$ cat config.mk
export PLATFORM = sky130hd
export DESIGN_NAME = spa_edge_cmp
export DESIGN_NICKNAME = d
export VERILOG_FILES = /design/src/sv/sweep_and_prune_pairs_core_assert.svh /design/src/sv/spa_pkg.sv /design/src/sv/spa_edge_cmp.sv
export SDC_FILE = /design/constraint.sdc
export NUM_CORES = 1
export LEC_CHECK = 0
export ABC_AREA = 1
export BUFFER_PORTS_ARGS = -buffer_cell sky130_fd_sc_hd__buf_2
export CORE_MARGIN = 8
export CORE_UTILIZATION = 32
export DETAILED_ROUTE_END_ITERATION = 16
export GPL_ROUTABILITY_DRIVEN = 0
export PLACE_DENSITY = 0.73
export SETUP_SLACK_MARGIN = 0.2
export SYNTH_ARGS = -nofsm -noshare
export SYNTH_HDL_FRONTEND = slang
export SYNTH_SLANG_ARGS = --single-unit
$ cat constraint.sdc
create_clock -name vclk -period 1.9
set_input_delay 0.095 -clock vclk [all_inputs]
set_output_delay 0.095 -clock vclk [all_outputs]
set_load 0.02 [all_outputs]
$ cat src/sv/sweep_and_prune_pairs_core_assert.svh
// Assertion macros for the sweep-and-prune pair core.
`ifndef SWEEP_AND_PRUNE_PAIRS_CORE_ASSERT_SVH
`define SWEEP_AND_PRUNE_PAIRS_CORE_ASSERT_SVH

// Antecedent holds, consequent holds in the same cycle.
`define SPA_ASSERT_NOW(lbl, ante, cons, msg) \
    lbl: assert property (@(posedge clk) disable iff (!rst_n) (ante) |-> (cons)) else $error(msg);

// Antecedent holds, consequent holds in the next cycle.
`define SPA_ASSERT_NEXT(lbl, ante, cons, msg) \
    lbl: assert property (@(posedge clk) disable iff (!rst_n) (ante) |=> (cons)) else $error(msg);

`endif

$ cat src/sv/spa_pkg.sv
// Shared types and codes for the sweep-and-prune pair core.
`default_nettype none
package spa_pkg;

    localparam logic OP_LOAD  = 1'b0;
    localparam logic OP_FETCH = 1'b1;

    localparam logic [1:0] ST_LOADED = 2'd0;
    localparam logic [1:0] ST_PAIR   = 2'd1;
    localparam logic [1:0] ST_DONE   = 2'd2;
    localparam logic [1:0] ST_RANGE  = 2'd3;

    typedef struct packed {
        logic               op;
        logic [5:0]         object_index;
        logic signed [31:0] low_edge;
        logic signed [31:0] high_edge;
    } spa_in_t;

    typedef struct packed {
        logic [1:0] status;
        logic [5:0] first_object;
        logic [5:0] second_object;
    } spa_out_t;

    typedef enum logic [2:0] {
        S_IDLE,
        S_SORT_SCAN,
        S_SORT_DRAIN,
        S_SORT_WRITE,
        S_EDGE_RD,
        S_EDGE
    } spa_state_t;

endpackage
`default_nettype wire

$ cat src/sv/spa_edge_cmp.sv
// Edge ordering comparator: key, then lower before upper, then object index.
`default_nettype none
module spa_edge_cmp
    import spa_pkg::*;
#(
    parameter int EB = 32,
    parameter int OW = 6
) (
    input  wire logic signed [EB-1:0] key_a,
    input  wire logic                 kind_a,
    input  wire logic [OW-1:0]        obj_a,
    input  wire logic signed [EB-1:0] key_b,
    input  wire logic                 kind_b,
    input  wire logic [OW-1:0]        obj_b,
    output logic                      a_first
);

    always_comb
    begin
        if (key_a != key_b)
            a_first = (key_a < key_b);
        else if (kind_a != kind_b)
            a_first = (kind_a < kind_b);
        else
            a_first = (obj_a < obj_b);
    end

endmodule
`default_nettype wire

### Word-level counts from Yosys, hierarchy flattened

Cells that the tools add are included.
W data, S select, Z words.

| storage, ports and cells | value |
|---|---|
| register bits after elaboration | 0 |
| input bits | 78 |

| cells by class | value |
|---|---|
| $lt $le $gt $ge | 3 |
| equality and inequality tests | 2 |
| mux-type cells | 2 |

Operator list:

| operator | number |
|---|---|
| $lt A32 B32 Y1 | 1 |
| $ne A32 B32 Y1 | 1 |
| $lt A6 B6 Y1 | 1 |
| $mux W1 | 2 |
| $lt A1 B1 Y1 | 1 |
| $ne A1 B1 Y1 | 1 |

### Logic depth before layout (Yosys ltp)

| logic depth | value |
|---|---|
| depth in word-level cells | 3 |
| mapped depth | 17 |
| depth with buffers taken out | 17 |

### Worst setup path before layout

No wires, ideal clock.

| path | value |
|---|---|
| path type | input-to-output |
| from | input port key_b[31] |
| to | output port a_first |
| arrival | 1.199 ns |
| required time | 1.805 ns |
| path slack | 0.606 ns |
| stages on the path | 10 |
| cells stage by stage | inv_1 ha_1 a21oi_1 o21a_1 nand2_1 a21oi_1 nand3_1 nand2_1 nand2_1 nand2_1 |

| on the way | value |
|---|---|
| word-level cells in the longest chain between the ends | 2 |
| elaborated cells on any way between the ends | 3 |

Ends and longest elaborated chain:

| what | RTL line | text |
|---|---|---|
| start, declared | spa_edge_cmp.sv:12 | `input wire logic signed [EB-1:0] key_b,` |
| $lt A32 B32 Y1 / $ne A32 B32 Y1 (equally long branches) | spa_edge_cmp.sv:21, spa_edge_cmp.sv:20 |  |
| $mux W1 (*) | spa_edge_cmp.sv:20 | `if (key_a != key_b)` |
| end, declared | spa_edge_cmp.sv:15 | `output logic a_first` |

Every way passes the cells marked *; elsewhere a longest branch is shown, timed or not.

### Final worst setup path

| path | value |
|---|---|
| from | input port key_b[13] |
| to | output port a_first |

The elaborated chain is that of the path after synthesis.

==> impl_metrics.json <==
{
  "die_w_um": 73.9,
  "syn_area_per_cell_um2": 6.05,
  "dieArea_mm2": 0.00545,
  "netlist_top_cells_area": "ha_1 44%, inv_1 18%, nand2_1 15%",
  "hold_viol": 0,
  "cp-startpoint": "key_b[13]",
  "layout.nets": 374,
  "grt_max_degree": 5,
  "dpl.hpwl_mm": 2.53,
  "cp_data_arrival_time_ns": 1.46,
  "static-leakage-power_nw": 1.06,
  "final_cell_area_mm2": 0.00163,
  "dr.pass1.iters": 4,
  "finalSetupTns_ns": 0,
  "grt_pass1_wl_mm": 4.20,
  "status": "complete, no violations",
  "cp-endpoint": "a_first",
  "cts_setup_buffers": 0,
  "drt-total-wl_mm": 2.71,
  "rsz0062_at_grt": "false",
  "yosys-top-cells-count": "51 x inv_1, 42 x nand2_1, 38 x ha_1, 15 x a21oi_1, 10 x nor2_1",
  "regArea_um2": 0,
  "core_region_area_mm2": 0.00328,
  "startpoint_type": "input port",
  "yosysMostFrequentCell": "inv_1",
  "syn_to_final_growth_pct": 51.8,
  "grt_use_total": 0.0894,
  "peakVddDrop_mv": 0.0823,
  "worst_pin_slew_ns": 0.191,
  "ctsHoldBuffers": 0,
  "ys_seq_area_frac": 0,
  "powerDensity_mw_per_mm2": 194,
  "min_period_over_period": 0.819,
  "dr_total_vias": 1268,
  "antenna_cells": 0,
  "drt_iter0_markers": 21,
  "multi_input_area_um2": 967,
  "max_freq_mhz": 643,
  "wire_per_inst_um": 8.98,
  "place_area_mm2": 0.00152,
  "ys_types": 17,
  "io_pins": 79,
  "die_y_um": 73.9,
  "layout_min_cycle_time_ns": 1.56,
  "slew_viol_final": 0,
  "overflow": 0,
  "syn-num-nets": 293,
  "p_total_uw": 315,
  "first_global_vias": 1153,
  "worstPathRequired_ns": 1.80,
  "drv_cap": 0,
  "ant_nets": 0,
  "viasPerCell": 4.20,
  "relSlewSlack": 0.872,
  "final-setup-viol-count": 0,
  "drc_errors": 0,
  "fp-row-count": 21,
  "worstHoldStart": "kind_b",
  "yosysTopAreaCell": "ha_1",
  "numPortBuffers": 79,
  "clkbuf_count": 0,
  "holdCritPathClass": "input port to primary output",
  "drive_gt1_frac": 0.371,
  "ctsResizeCount": 0,
  "ys_warn_count": 0,
  "crit_path_max_fanout": 2,
  "fillers": 353,
  "start_util": 0.326,
  "synthCells": 177,
  "antenna_found_initial": 0,
  "yosys.area.top_type_share": 0.444,
  "crit_type": "input port to primary output",
  "flops_and_latches": 0,
  "setup.worst_path.end_class": "primary output",
  "synth_area_mm2": 0.00107
}
critical path, stage by stage:
cell and delay (ns):
buf_2 0.09, inv_2 0.04, ha_4 0.27, nand2_4 0.05, nor2_4 0.12, nand4_4 0.10
nor4_4 0.20, inv_1 0.07, nor2_2 0.12, inv_1 0.05, nand2_1 0.06, nand2_1 0.06
buf_6 0.13
per-layer routing:
| metal | GRT usage | routed length [µm] | part of all wire | vias up |
|---|---|---|---|---|
| met5 | 0 | 0 | 0 | - |
| met2 | 0.156 | 1290 | 0.47 | 45 |
| met3 | 0.0259 | 270 | 0.10 | 0 |
| met1 | 0.110 | 1160 | 0.43 | 510 |
| met4 | 0 | 0 | 0 | 0 |
| li1 | - | - | - | 713 |
logic make-up after synthesis:
| family | Yosys count | synth area share |
|---|---|---|
| compound gates | 23 | 0.118 |
| fa+ha+maj | 38 | 0.444 |
| buf+inv | 53 | 0.186 |
| simple gates | 63 | 0.252 |
placed cells by master, fill, tap and decap left out, drive strengths merged, types with 2 or more instances in the layout:
| cell | instances |
|---|---|
| a21oi | 15 |
| buf | 79 |
| ha | 38 |
| inv | 52 |
| nand2 | 42 |
| nand3 | 5 |
| nand4 | 2 |
| nor2 | 13 |
| o21ai | 4 |
worst min-delay path by stage:
stage	to	slack [ns]	depth (start not counted)
after floorplan	a_first	0.55	4
after global placement	a_first	0.73	6
after detailed placement	a_first	0.72	6
after CTS	a_first	0.72	6
after global routing	a_first	0.77	6
final	a_first	0.71	6
metrics by stage:
stage / std cells / hold WS (ns) / setup WS (ns) / util
2_1_floorplan: 177 / 0.547 / 0.606 / -
3_3_place_gp: 302 / 0.733 / 0.329 / 0.464
3_5_place_dp: 302 / 0.719 / 0.326 / 0.464
4_1_cts: 302 / 0.720 / 0.324 / 0.464
5_1_grt: 302 / 0.765 / 0.192 / 0.495
6_report: 302 / 0.709 / 0.344 / 0.495
final cells by class:
type | instances | area share
multi-input cells | 124 | 0.595
repair buffers | 79 | 0.247
well taps | 46 | 0.0354
inverters | 53 | 0.122
power by group:
| group | switching [mW] | internal (mW) | total (mW) | leakage [nW] |
|---|---|---|---|---|
| sequential | 0 | 0 | 0 | 0 |
| combinational | 0.153 | 0.162 | 0.315 | 1.06 |
| clock | 0 | 0 | 0 | 0 |
| total | 0.153 | 0.162 | 0.315 | 1.06 |
Note: power is estimated with default switching activity, not from simulation.
